$ cat config.mk
export PLATFORM = sky130hd
export DESIGN_NAME = framed_command_receiver_flat
export DESIGN_NICKNAME = d
export VERILOG_FILES = /design/src/rtl/core/fcr_pkg.sv /design/src/rtl/core/fcr_if.sv /design/src/rtl/core/fcr_parser.sv /design/src/rtl/core/fcr_mode_fsm.sv /design/src/rtl/core/fcr_out_reg.sv /design/src/rtl/core/framed_command_receiver.sv /design/src/flat_wrapper.sv
export SDC_FILE = /design/constraint.sdc
export NUM_CORES = 1
export LEC_CHECK = 0
export BUFFER_PORTS_ARGS = -buffer_cell sky130_fd_sc_hd__buf_2
export CAP_MARGIN = 20
export CORE_MARGIN = 2
export CORE_UTILIZATION = 55
export CTS_CLUSTER_DIAMETER = 50
export DETAILED_ROUTE_END_ITERATION = 7
export MAX_ROUTING_LAYER = met4
export PLACE_DENSITY = 0.74
export SYNTH_ARGS = -nofsm -noshare
export SYNTH_HDL_FRONTEND = slang
export SYNTH_SLANG_ARGS = --single-unit
$ cat constraint.sdc
create_clock -name clk -period 4.56 [get_ports clk]
set_input_delay 0.228 -clock clk [delete_from_list [all_inputs] [get_ports clk]]
set_output_delay 0.228 -clock clk [all_outputs]
set_load 0.01 [all_outputs]
$ cat src/rtl/core/fcr_pkg.sv
// fcr_pkg: shared types and constants for the framed command receiver.
// Used by the channel interfaces and every module in rtl/core.
package fcr_pkg;

  typedef logic [7:0]  byte_t;
  typedef logic [15:0] word_t;
  typedef logic [1:0]  status_t;
  typedef logic [2:0]  mode_t;

  // Configuration register indexes
  localparam int unsigned CFG_IDX_W = 1;
  typedef logic [CFG_IDX_W-1:0] cfg_idx_t;
  localparam cfg_idx_t REG_SYNC_WORD = 1'b0;
  localparam cfg_idx_t REG_TAIL_WORD = 1'b1;

  localparam word_t SYNC_WORD_RST = 16'h1234;
  localparam word_t TAIL_WORD_RST = 16'h1F2F;

  // Frame status codes
  localparam status_t ST_OK        = 2'd0;
  localparam status_t ST_BAD_TAIL  = 2'd1;
  localparam status_t ST_BAD_SUM   = 2'd2;
  localparam status_t ST_BAD_LEN   = 2'd3;

  // Mode machine codes
  localparam mode_t MODE_WAITING   = 3'd0;
  localparam mode_t MODE_WASHING   = 3'd1;
  localparam mode_t MODE_WAIT_LOAD = 3'd2;
  localparam mode_t MODE_PAYING    = 3'd3;
  localparam mode_t MODE_DEBUG     = 3'd4;
  localparam mode_t MODE_WORKING   = 3'd5;

  // Commands
  localparam byte_t CMD_WASH      = 8'h01;
  localparam byte_t CMD_WAIT_LOAD = 8'h02;
  localparam byte_t CMD_PAY       = 8'h03;
  localparam byte_t CMD_DEBUG     = 8'h04;
  localparam byte_t CMD_PAY_DONE  = 8'h20;
  localparam byte_t CMD_PAY_WORK  = 8'h21;
  localparam byte_t CMD_DBG_WORK  = 8'h06;

  // Frame layout
  localparam byte_t MIN_FRAME_LEN = 8'd4;
  localparam byte_t SUM_FRAME_LEN = 8'd6;
  localparam byte_t LEN5_FRAME    = 8'd5;
  localparam byte_t POS_LENGTH    = 8'd2;
  localparam byte_t POS_COMMAND   = 8'd3;
  localparam byte_t POS_PARAM1    = 8'd4;
  localparam byte_t POS_PARAM2    = 8'd5;

  // End-of-frame event from the parser
  typedef struct packed {
    logic    done;
    logic    good;
    status_t status;
    byte_t   command;
    byte_t   param_first;
    byte_t   param_second;
  } evt_t;

  // Mode machine outcome for one event
  typedef struct packed {
    mode_t mode;
    logic  changed;
  } mode_res_t;

endpackage

$ cat src/rtl/core/fcr_if.sv
// Channel interfaces: received byte words in, frame result words out.
// Depends on fcr_pkg for field types.
interface fcr_in_if;
  logic           valid;
  logic           ready;
  fcr_pkg::byte_t rx_byte;

  modport source (output valid, output rx_byte, input ready);
  modport sink   (input valid, input rx_byte, output ready);
endinterface

interface fcr_out_if;
  logic             valid;
  logic             ready;
  fcr_pkg::status_t frame_status;
  fcr_pkg::byte_t   command;
  fcr_pkg::byte_t   param_first;
  fcr_pkg::byte_t   param_second;
  fcr_pkg::mode_t   mode;
  logic             mode_changed;

  modport source (output valid, output frame_status, output command, output param_first,
                  output param_second, output mode, output mode_changed, input ready);
  modport sink   (input valid, input frame_status, input command, input param_first,
                  input param_second, input mode, input mode_changed, output ready);
endinterface

$ cat src/rtl/core/fcr_parser.sv
// fcr_parser: sync hunt, length capture, running checksum and tail check.
// Depends on fcr_pkg. Produces one end-of-frame event per finished frame.
module fcr_parser (
  input  logic            clk,
  input  logic            rst_n,
  input  logic            acc,
  input  fcr_pkg::byte_t  rx_byte,
  input  fcr_pkg::word_t  sync_word,
  input  fcr_pkg::word_t  tail_word,
  output fcr_pkg::evt_t   evt
);

  fcr_pkg::word_t hdr_r,   hdr_nxt;
  fcr_pkg::byte_t pos_r,   pos_nxt;
  fcr_pkg::byte_t len_r,   len_nxt;
  fcr_pkg::word_t sum_r,   sum_nxt;
  fcr_pkg::byte_t chk_r,   chk_nxt;
  fcr_pkg::byte_t cmd_r,   cmd_nxt;
  fcr_pkg::byte_t p1_r,    p1_nxt;
  fcr_pkg::byte_t p2_r,    p2_nxt;
  fcr_pkg::word_t tail_r,  tail_nxt;

  logic [8:0] pos_ext;
  logic [8:0] len_ext;

  assign pos_ext = {1'b0, pos_r};
  assign len_ext = {1'b0, len_r};

  // Next-state and end-of-frame decode for the accepted byte
  always_comb begin
    hdr_nxt  = hdr_r;
    pos_nxt  = pos_r;
    len_nxt  = len_r;
    sum_nxt  = sum_r;
    chk_nxt  = chk_r;
    cmd_nxt  = cmd_r;
    p1_nxt   = p1_r;
    p2_nxt   = p2_r;
    tail_nxt = tail_r;
    evt      = '0;

    if (acc) begin
      if (pos_r < fcr_pkg::POS_LENGTH) begin
        // filling the header window
        hdr_nxt = {hdr_r[7:0], rx_byte};
        pos_nxt = pos_r + 8'd1;
      end else if (pos_r == fcr_pkg::POS_LENGTH) begin
        if (hdr_r != sync_word) begin
          hdr_nxt = {hdr_r[7:0], rx_byte};
        end else if (rx_byte < fcr_pkg::MIN_FRAME_LEN) begin
          // short length: report and start over
          evt.done   = 1'b1;
          evt.status = fcr_pkg::ST_BAD_LEN;
          hdr_nxt  = '0;
          pos_nxt  = '0;
          len_nxt  = '0;
          sum_nxt  = '0;
          chk_nxt  = '0;
          cmd_nxt  = '0;
          p1_nxt   = '0;
          p2_nxt   = '0;
          tail_nxt = '0;
        end else begin
          len_nxt  = rx_byte;
          cmd_nxt  = '0;
          p1_nxt   = '0;
          p2_nxt   = '0;
          tail_nxt = {hdr_r[7:0], rx_byte};
          // length byte is summed only when the sum range reaches it
          sum_nxt  = (rx_byte >= fcr_pkg::SUM_FRAME_LEN) ? {8'd0, rx_byte} : '0;
          if (rx_byte == fcr_pkg::MIN_FRAME_LEN) begin
            chk_nxt = hdr_r[7:0];
          end else if (rx_byte == fcr_pkg::LEN5_FRAME) begin
            chk_nxt = rx_byte;
          end else begin
            chk_nxt = '0;
          end
          pos_nxt = fcr_pkg::POS_COMMAND;
        end
      end else begin
        // inside a frame
        if (pos_r == fcr_pkg::POS_COMMAND) cmd_nxt = rx_byte;
        if (pos_r == fcr_pkg::POS_PARAM1)  p1_nxt  = rx_byte;
        if (pos_r == fcr_pkg::POS_PARAM2)  p2_nxt  = rx_byte;
        if (pos_ext + 9'd4 <= len_ext) sum_nxt = sum_r + {8'd0, rx_byte};
        if (pos_ext + 9'd3 == len_ext) chk_nxt = rx_byte;
        tail_nxt = {tail_r[7:0], rx_byte};
        pos_nxt  = pos_r + 8'd1;

        if (pos_ext + 9'd1 >= len_ext) begin
          evt.done         = 1'b1;
          evt.command      = cmd_nxt;
          evt.param_first  = p1_nxt;
          evt.param_second = p2_nxt;
          priority if (tail_nxt != tail_word) begin
            evt.status = fcr_pkg::ST_BAD_TAIL;
          end else if (sum_nxt != {8'd0, chk_nxt}) begin
            evt.status = fcr_pkg::ST_BAD_SUM;
          end else begin
            evt.status = fcr_pkg::ST_OK;
            evt.good   = 1'b1;
          end
          hdr_nxt  = '0;
          pos_nxt  = '0;
          len_nxt  = '0;
          sum_nxt  = '0;
          chk_nxt  = '0;
          cmd_nxt  = '0;
          p1_nxt   = '0;
          p2_nxt   = '0;
          tail_nxt = '0;
        end
      end
    end
  end

  // Parser state
  always_ff @(posedge clk) begin
    if (!rst_n) begin
      hdr_r  <= '0;
      pos_r  <= '0;
      len_r  <= '0;
      sum_r  <= '0;
      chk_r  <= '0;
      cmd_r  <= '0;
      p1_r   <= '0;
      p2_r   <= '0;
      tail_r <= '0;
    end else begin
      hdr_r  <= hdr_nxt;
      pos_r  <= pos_nxt;
      len_r  <= len_nxt;
      sum_r  <= sum_nxt;
      chk_r  <= chk_nxt;
      cmd_r  <= cmd_nxt;
      p1_r   <= p1_nxt;
      p2_r   <= p2_nxt;
      tail_r <= tail_nxt;
    end
  end

endmodule

$ cat src/rtl/core/fcr_mode_fsm.sv
// fcr_mode_fsm: six-state mode machine stepped by the command of a good frame.
// Depends on fcr_pkg.
module fcr_mode_fsm (
  input  logic                clk,
  input  logic                rst_n,
  input  fcr_pkg::evt_t       evt,
  output fcr_pkg::mode_res_t  res
);

  fcr_pkg::mode_t mode_r, mode_nxt;
  logic           step;
  logic           changed;

  // Transition decode, taken only on a good frame
  always_comb begin
    step     = evt.done && evt.good;
    mode_nxt = mode_r;
    changed  = 1'b0;
    if (step) begin
      unique case (mode_r)
        fcr_pkg::MODE_WAITING: begin
          if (evt.command == fcr_pkg::CMD_WASH) begin
            mode_nxt = fcr_pkg::MODE_WASHING;
            changed  = 1'b1;
          end else if (evt.command == fcr_pkg::CMD_WAIT_LOAD) begin
            mode_nxt = fcr_pkg::MODE_WAIT_LOAD;
            changed  = 1'b1;
          end else if (evt.command == fcr_pkg::CMD_PAY) begin
            mode_nxt = fcr_pkg::MODE_PAYING;
            changed  = 1'b1;
          end else if (evt.command == fcr_pkg::CMD_DEBUG) begin
            mode_nxt = fcr_pkg::MODE_DEBUG;
            changed  = 1'b1;
          end
        end
        fcr_pkg::MODE_PAYING: begin
          if (evt.command == fcr_pkg::CMD_PAY_DONE) begin
            mode_nxt = fcr_pkg::MODE_WAITING;
            changed  = 1'b1;
          end else if (evt.command == fcr_pkg::CMD_PAY_WORK) begin
            mode_nxt = fcr_pkg::MODE_WORKING;
            changed  = 1'b1;
          end
        end
        fcr_pkg::MODE_DEBUG: begin
          if (evt.command == fcr_pkg::CMD_DBG_WORK) begin
            mode_nxt = fcr_pkg::MODE_WORKING;
            changed  = 1'b1;
          end
        end
        default: begin
          // washing, wait load, working: any command returns to waiting
          mode_nxt = fcr_pkg::MODE_WAITING;
          changed  = 1'b1;
        end
      endcase
    end
  end

  assign res.mode    = mode_nxt;
  assign res.changed = changed;

  always_ff @(posedge clk) begin
    if (!rst_n) begin
      mode_r <= fcr_pkg::MODE_WAITING;
    end else begin
      mode_r <= mode_nxt;
    end
  end

endmodule

$ cat src/rtl/core/fcr_out_reg.sv
// fcr_out_reg: result register driving the output channel.
// Depends on fcr_pkg and fcr_out_if. Takes a new word while the old one drains.
module fcr_out_reg (
  input  logic                clk,
  input  logic                rst_n,
  input  logic                acc,
  input  fcr_pkg::evt_t       evt,
  input  fcr_pkg::mode_res_t  mres,
  output logic                can_take,
  fcr_out_if.source           out_ch
);

  logic               valid_r;
  fcr_pkg::evt_t      evt_r;
  fcr_pkg::mode_res_t mres_r;
  logic               load;

  // room when empty or when the held word leaves this cycle
  assign can_take = !valid_r || out_ch.ready;
  assign load     = acc && evt.done;

  always_ff @(posedge clk) begin
    if (!rst_n) begin
      valid_r <= 1'b0;
    end else if (load) begin
      valid_r <= 1'b1;
    end else if (out_ch.ready) begin
      valid_r <= 1'b0;
    end
  end

  // payload
  always_ff @(posedge clk) begin
    if (load) begin
      evt_r  <= evt;
      mres_r <= mres;
    end
  end

  assign out_ch.valid        = valid_r;
  assign out_ch.frame_status = evt_r.status;
  assign out_ch.command      = evt_r.command;
  assign out_ch.param_first  = evt_r.param_first;
  assign out_ch.param_second = evt_r.param_second;
  assign out_ch.mode         = mres_r.mode;
  assign out_ch.mode_changed = mres_r.changed;

endmodule

$ cat src/rtl/core/framed_command_receiver.sv
// framed_command_receiver: top level of the framed command receiver.
// Depends on fcr_pkg, fcr_if, fcr_parser, fcr_mode_fsm and fcr_out_reg.
//
//   channel   dir   handshake       payload
//   in_ch     in    valid/ready     rx_byte[7:0]
//   out_ch    out   valid/ready     frame_status, command, param_first/second, mode, mode_changed
//   cfg_*     in    cfg_we          cfg_index (0 sync_word, 1 tail_word), cfg_data[15:0]
//
// One received byte per cycle while in_ch.ready is high: parser and mode machine update at the accept edge,
// and a finished frame's result appears in the output register on the next cycle.
// in_ch.ready is high whenever the output register is empty or is being drained.
// Reset (rst_n low, synchronous) clears the parser, sets the mode to waiting and
// loads the sync and tail words with their defaults.
module framed_command_receiver (
  input  logic              clk,
  input  logic              rst_n,
  fcr_in_if.sink            in_ch,
  fcr_out_if.source         out_ch,
  input  logic              cfg_we,
  input  fcr_pkg::cfg_idx_t cfg_index,
  input  fcr_pkg::word_t    cfg_data
);

  fcr_pkg::word_t     sync_word_r;
  fcr_pkg::word_t     tail_word_r;
  fcr_pkg::evt_t      evt;
  fcr_pkg::mode_res_t mres;
  logic               can_take;
  logic               acc;

  assign in_ch.ready = can_take;
  assign acc         = in_ch.valid && can_take;

  // configuration registers
  always_ff @(posedge clk) begin
    if (!rst_n) begin
      sync_word_r <= fcr_pkg::SYNC_WORD_RST;
      tail_word_r <= fcr_pkg::TAIL_WORD_RST;
    end else if (cfg_we) begin
      if (cfg_index == fcr_pkg::REG_SYNC_WORD) begin
        sync_word_r <= cfg_data;
      end else begin
        tail_word_r <= cfg_data;
      end
    end
  end

  fcr_parser u_parser (
    .clk       (clk),
    .rst_n     (rst_n),
    .acc       (acc),
    .rx_byte   (in_ch.rx_byte),
    .sync_word (sync_word_r),
    .tail_word (tail_word_r),
    .evt       (evt)
  );

  fcr_mode_fsm u_mode (
    .clk   (clk),
    .rst_n (rst_n),
    .evt   (evt),
    .res   (mres)
  );

  fcr_out_reg u_out (
    .clk      (clk),
    .rst_n    (rst_n),
    .acc      (acc),
    .evt      (evt),
    .mres     (mres),
    .can_take (can_take),
    .out_ch   (out_ch)
  );

endmodule
$ cat src/flat_wrapper.sv
// flat-port wrapper written by rule: the top's interface ports become plain ports
module framed_command_receiver_flat 
  (clk, rst_n, cfg_we, cfg_index, cfg_data, in_ch_valid, in_ch_rx_byte, in_ch_ready, out_ch_valid, out_ch_frame_status, out_ch_command, out_ch_param_first, out_ch_param_second, out_ch_mode, out_ch_mode_changed, out_ch_ready);
  fcr_in_if in_ch_i ();
  fcr_out_if out_ch_i ();
  input  logic clk;
  input  logic rst_n;
  input  logic cfg_we;
  input  fcr_pkg::cfg_idx_t cfg_index;
  input  fcr_pkg::word_t cfg_data;
  input wire logic [$bits(in_ch_i.valid)-1:0] in_ch_valid;
  input wire logic [$bits(in_ch_i.rx_byte)-1:0] in_ch_rx_byte;
  output wire logic [$bits(in_ch_i.ready)-1:0] in_ch_ready;
  output wire logic [$bits(out_ch_i.valid)-1:0] out_ch_valid;
  output wire logic [$bits(out_ch_i.frame_status)-1:0] out_ch_frame_status;
  output wire logic [$bits(out_ch_i.command)-1:0] out_ch_command;
  output wire logic [$bits(out_ch_i.param_first)-1:0] out_ch_param_first;
  output wire logic [$bits(out_ch_i.param_second)-1:0] out_ch_param_second;
  output wire logic [$bits(out_ch_i.mode)-1:0] out_ch_mode;
  output wire logic [$bits(out_ch_i.mode_changed)-1:0] out_ch_mode_changed;
  input wire logic [$bits(out_ch_i.ready)-1:0] out_ch_ready;
  assign in_ch_i.valid = in_ch_valid;
  assign in_ch_i.rx_byte = in_ch_rx_byte;
  assign in_ch_ready = in_ch_i.ready;
  assign out_ch_valid = out_ch_i.valid;
  assign out_ch_frame_status = out_ch_i.frame_status;
  assign out_ch_command = out_ch_i.command;
  assign out_ch_param_first = out_ch_i.param_first;
  assign out_ch_param_second = out_ch_i.param_second;
  assign out_ch_mode = out_ch_i.mode;
  assign out_ch_mode_changed = out_ch_i.mode_changed;
  assign out_ch_i.ready = out_ch_ready;
  framed_command_receiver u_core (.clk(clk), .rst_n(rst_n), .in_ch(in_ch_i), .out_ch(out_ch_i), .cfg_we(cfg_we), .cfg_index(cfg_index), .cfg_data(cfg_data));
endmodule
==> qor.csv <==
stage,metric,value,unit
status,status,"finished, final reports clean",
run,cap_violations,0,
critical_path,setup.worst_path.start,u_core.u_parser.pos_r[3]$_SDFFE_PN0P_,
sta,fmax,233,MHz
synthesis,ys_ff_latch,154,
cts,clock-sinks,154,
synthesis,synthArstFlopShare,0,
synthesis,synth_top_area_frac,0.299,
sta,final_max_slew_viol_count,0,
finish,fin_nets,1093,
synthesis,synth_area_leaders,"dfxtp_1, edfxtp_1, nor2_1",
synthesis,synth_edf_count,30,
routing,avgViaCountPerCell,5.98,
cts,htree_levels,4,
cts,clkLatencyLatePin,0.43,ns
critical_path,critPathMaxFanout,7,
critical_path,rr_startpoint,u_core.u_parser.pos_r[3]$_SDFFE_PN0P_,
routing,vias,7335,
floorplanning,coreArea,14600,µm²
floorplanning,num_io_pins,62,
synthesis,yosysMostFrequentCell,nor2_1,
cts,cts_hold_buf,0,
placement,dpl.hpwl,14500,µm
placement,dp_cells,1192,
synthesis,netlist_area,8310,µm²
global_route,antenna_found_initial,0,
routing,drt_iter0_markers,711,
routing,firstDrtPassIters,5,
power_and_ir_drop,peakVddDrop,0.000267,V
sta,hold_violations,0,
placement,finalWeightedCongestion,0.916,
hold_path,hp-start,cfg_data[8],
synthesis,synth_common_cells,"nor2_1, dfxtp_1, nand2_1",
synthesis,ys_warn_count,0,
global_route,grt_pass1_wl,34200,µm
routing,totalWireLength,21200,µm
finish,drive_gt1_frac,0.134,
finish,diodes,0,
cts,numCtsBuffers,17,
sta,fin_hold_ws,0.0311,ns
power_and_ir_drop,fin_total_pwr,0.00353,W
synthesis,synth_area_per_cell,8.43,µm²
cts,cts_root_buffer,clkbuf_16,
critical_path,setup.worst_path.start_class,register,
critical_path,critPathRequiredTime,4.74,ns
synthesis,syn-instance-count,985,
sta,setup_viol_count_final,0,
sta,slew_headroom,0.374,
global_route,grt_overflow_total,0,
floorplanning,start_util,0.567,
cts,cts_tree,done,
global_route,gr-usage-all-layers,0.273,
critical_path,worstPathArrival,4.47,ns
sta,finalClockSkew,0.0107,ns
finish,area_growth,13.4,%
sta,tightest_slew,0.939,ns
finish,final_cells,1226,
cts,cts_buffer_depth,2,
power_and_ir_drop,power.density,375,nW/µm²
global_route,grt_pass1_vias,6729,
floorplanning,fp.dieW,127,µm
finish,utilization,0.643,
cts,clkSlewWorstSetupHoldPaths,0.07,ns
routing,antenna_left,0,
sta,final.min_clock_period,4.29,ns
floorplanning,die_y,127,µm
synthesis,synthFlopType,dfxtp_1,
synthesis,synthDistinctLibCells,60,
synthesis,synth_top_area_cell,dfxtp_1,
placement,numPortBuffers,61,
critical_path,critPathCaptureType,register,
power_and_ir_drop,leakage,3.66,nW
global_route,grt_start_max_net_pins,55,
floorplanning,placementRows,44,
hold_path,hold_class,in2reg,
critical_path,path_class,reg2reg,
floorplanning,die-area,16100,µm²
routing,wl_per_cell,17.3,µm
synthesis,seq_area_frac_synth,0.407,
sta,fin_crit_sh,0.941,
synthesis,synth.net_count,1049,
routing,drc,0,
-- report_power, final --
group          leakage, nW  switching, W  internal [W]  total (W)
combinational         2.09      0.000363      0.000206   0.000569
sequential            1.27     0.0000428       0.00145    0.00149
clock                0.297      0.000601      0.000869    0.00147
-- worst max-delay path, stage by stage, from the launching register on --
cell      delay, ns
dfxtp_1        0.49
nand4_2        0.17
or2_2          0.32
xnor2_1        0.13
ha_1           0.34
and3_1         0.18
a211oi_1       0.23
a211oi_1       0.12
or4b_2         0.71
xor2_1         0.16
nand3b_1       0.09
nor4_1         0.17
buf_4          0.17
nand4_2        0.08
or3_1          0.37
o31a_1         0.32
-- cell type report --
cell class | instances | area (µm²)
clock buffers | 20 | 468
clock inverters | 12 | 150
fillers | 1267 | 5230
inverters | 18 | 67.6
multi-input cells | 749 | 4590
flip-flops and latches | 154 | 3380
well taps | 184 | 230
repair buffers | 89 | 523
-- final timing paths --
| kind | slack, ns | endpoint | depth (start not counted) |
|---|---|---|---|
| worst max-delay path | 0.27 | u_core.u_out.out_ch.mode[2]$_DFFE_PP_ | 15 |
| worst min-delay path | 0.03 | u_core.tail_word_r[8]$_SDFFE_PN1P_ | 3 |
| worst max register to register | 0.27 | u_core.u_out.out_ch.mode[2]$_DFFE_PP_ | 15 |
| worst min register to register | 0.47 | u_core.sync_word_r[13]$_SDFFE_PN0P_ | 2 |
-- logic make-up after synthesis --
family,after synthesis,synth area share
simple gates,402,0.224
compound gates,203,0.153
flops,154,0.407
buf+inv,82,0.0410
xor+xnor,69,0.0737
mux,41,0.0497
fa+ha+maj,34,0.0521
-- cell usage in the layout, fill, tap and decap left out, types with 11 or more instances in the layout --
master / count
nor2_1: 127
dfxtp_1: 124
nand2_1: 123
a21oi_1: 81
buf_2: 61
nand3_1: 57
mux2i_1: 39
xnor2_1: 38
ha_1: 33
o21ai_0: 32
xor2_1: 30
edfxtp_1: 30
buf_4: 27
a22oi_1: 26
nor3_1: 22
nand2b_1: 21
clkbuf_16: 18
inv_1: 17
a211oi_1: 14
nand4_1: 11
-- repair_timing --
| item | 4_1_cts | 5_1_grt |
|---|---|---|
| setup buffers | 0 | 0 |
| setup endpoints to repair | 0 | 1 |
| resized for setup | 0 | 1 |
-- per-stage QoR --
stage | worst slack, ns | TNS, ns | instance area [µm²]
6_report | 0.271 | 0 | 9420
5_1_grt | -0.00518 | -0.00518 | 9420
4_1_cts | 0.288 | 0 | 9390
3_5_place_dp | 0.294 | 0 | 8770
3_3_place_gp | 0.386 | 0 | 8770
2_1_floorplan | 0.478 | 0 | 8310
-- state kept, by name, indices dropped and copies added, names as in the netlist, 8 cells and up --
register,count
u_core.u_out.out_ch.param_first,8
u_core.u_parser.chk_r,8
u_core.u_parser.sum_r,16
u_core.tail_word_r,16
u_core.u_parser.cmd_r,8
u_core.u_parser.p1_r,8
u_core.u_parser.len_r,8
u_core.u_parser.hdr_r,16
u_core.u_out.out_ch.param_second,8
u_core.u_out.out_ch.command,8
u_core.u_parser.p2_r,8
u_core.sync_word_r,16
u_core.u_parser.tail_r,8
u_core.u_parser.pos_r,8
-- layer usage --
layer / global-route usage / wire, µm / vias to the layer above
met2: 0.419 / 9730 / 267
met1: 0.371 / 9720 / 3472
met5: - / 0 / -
li1: - / - / 3556
met4: 0.0911 / 413 / 0
met3: 0.0418 / 1330 / 40
Power figures use the tool's default switching activity.
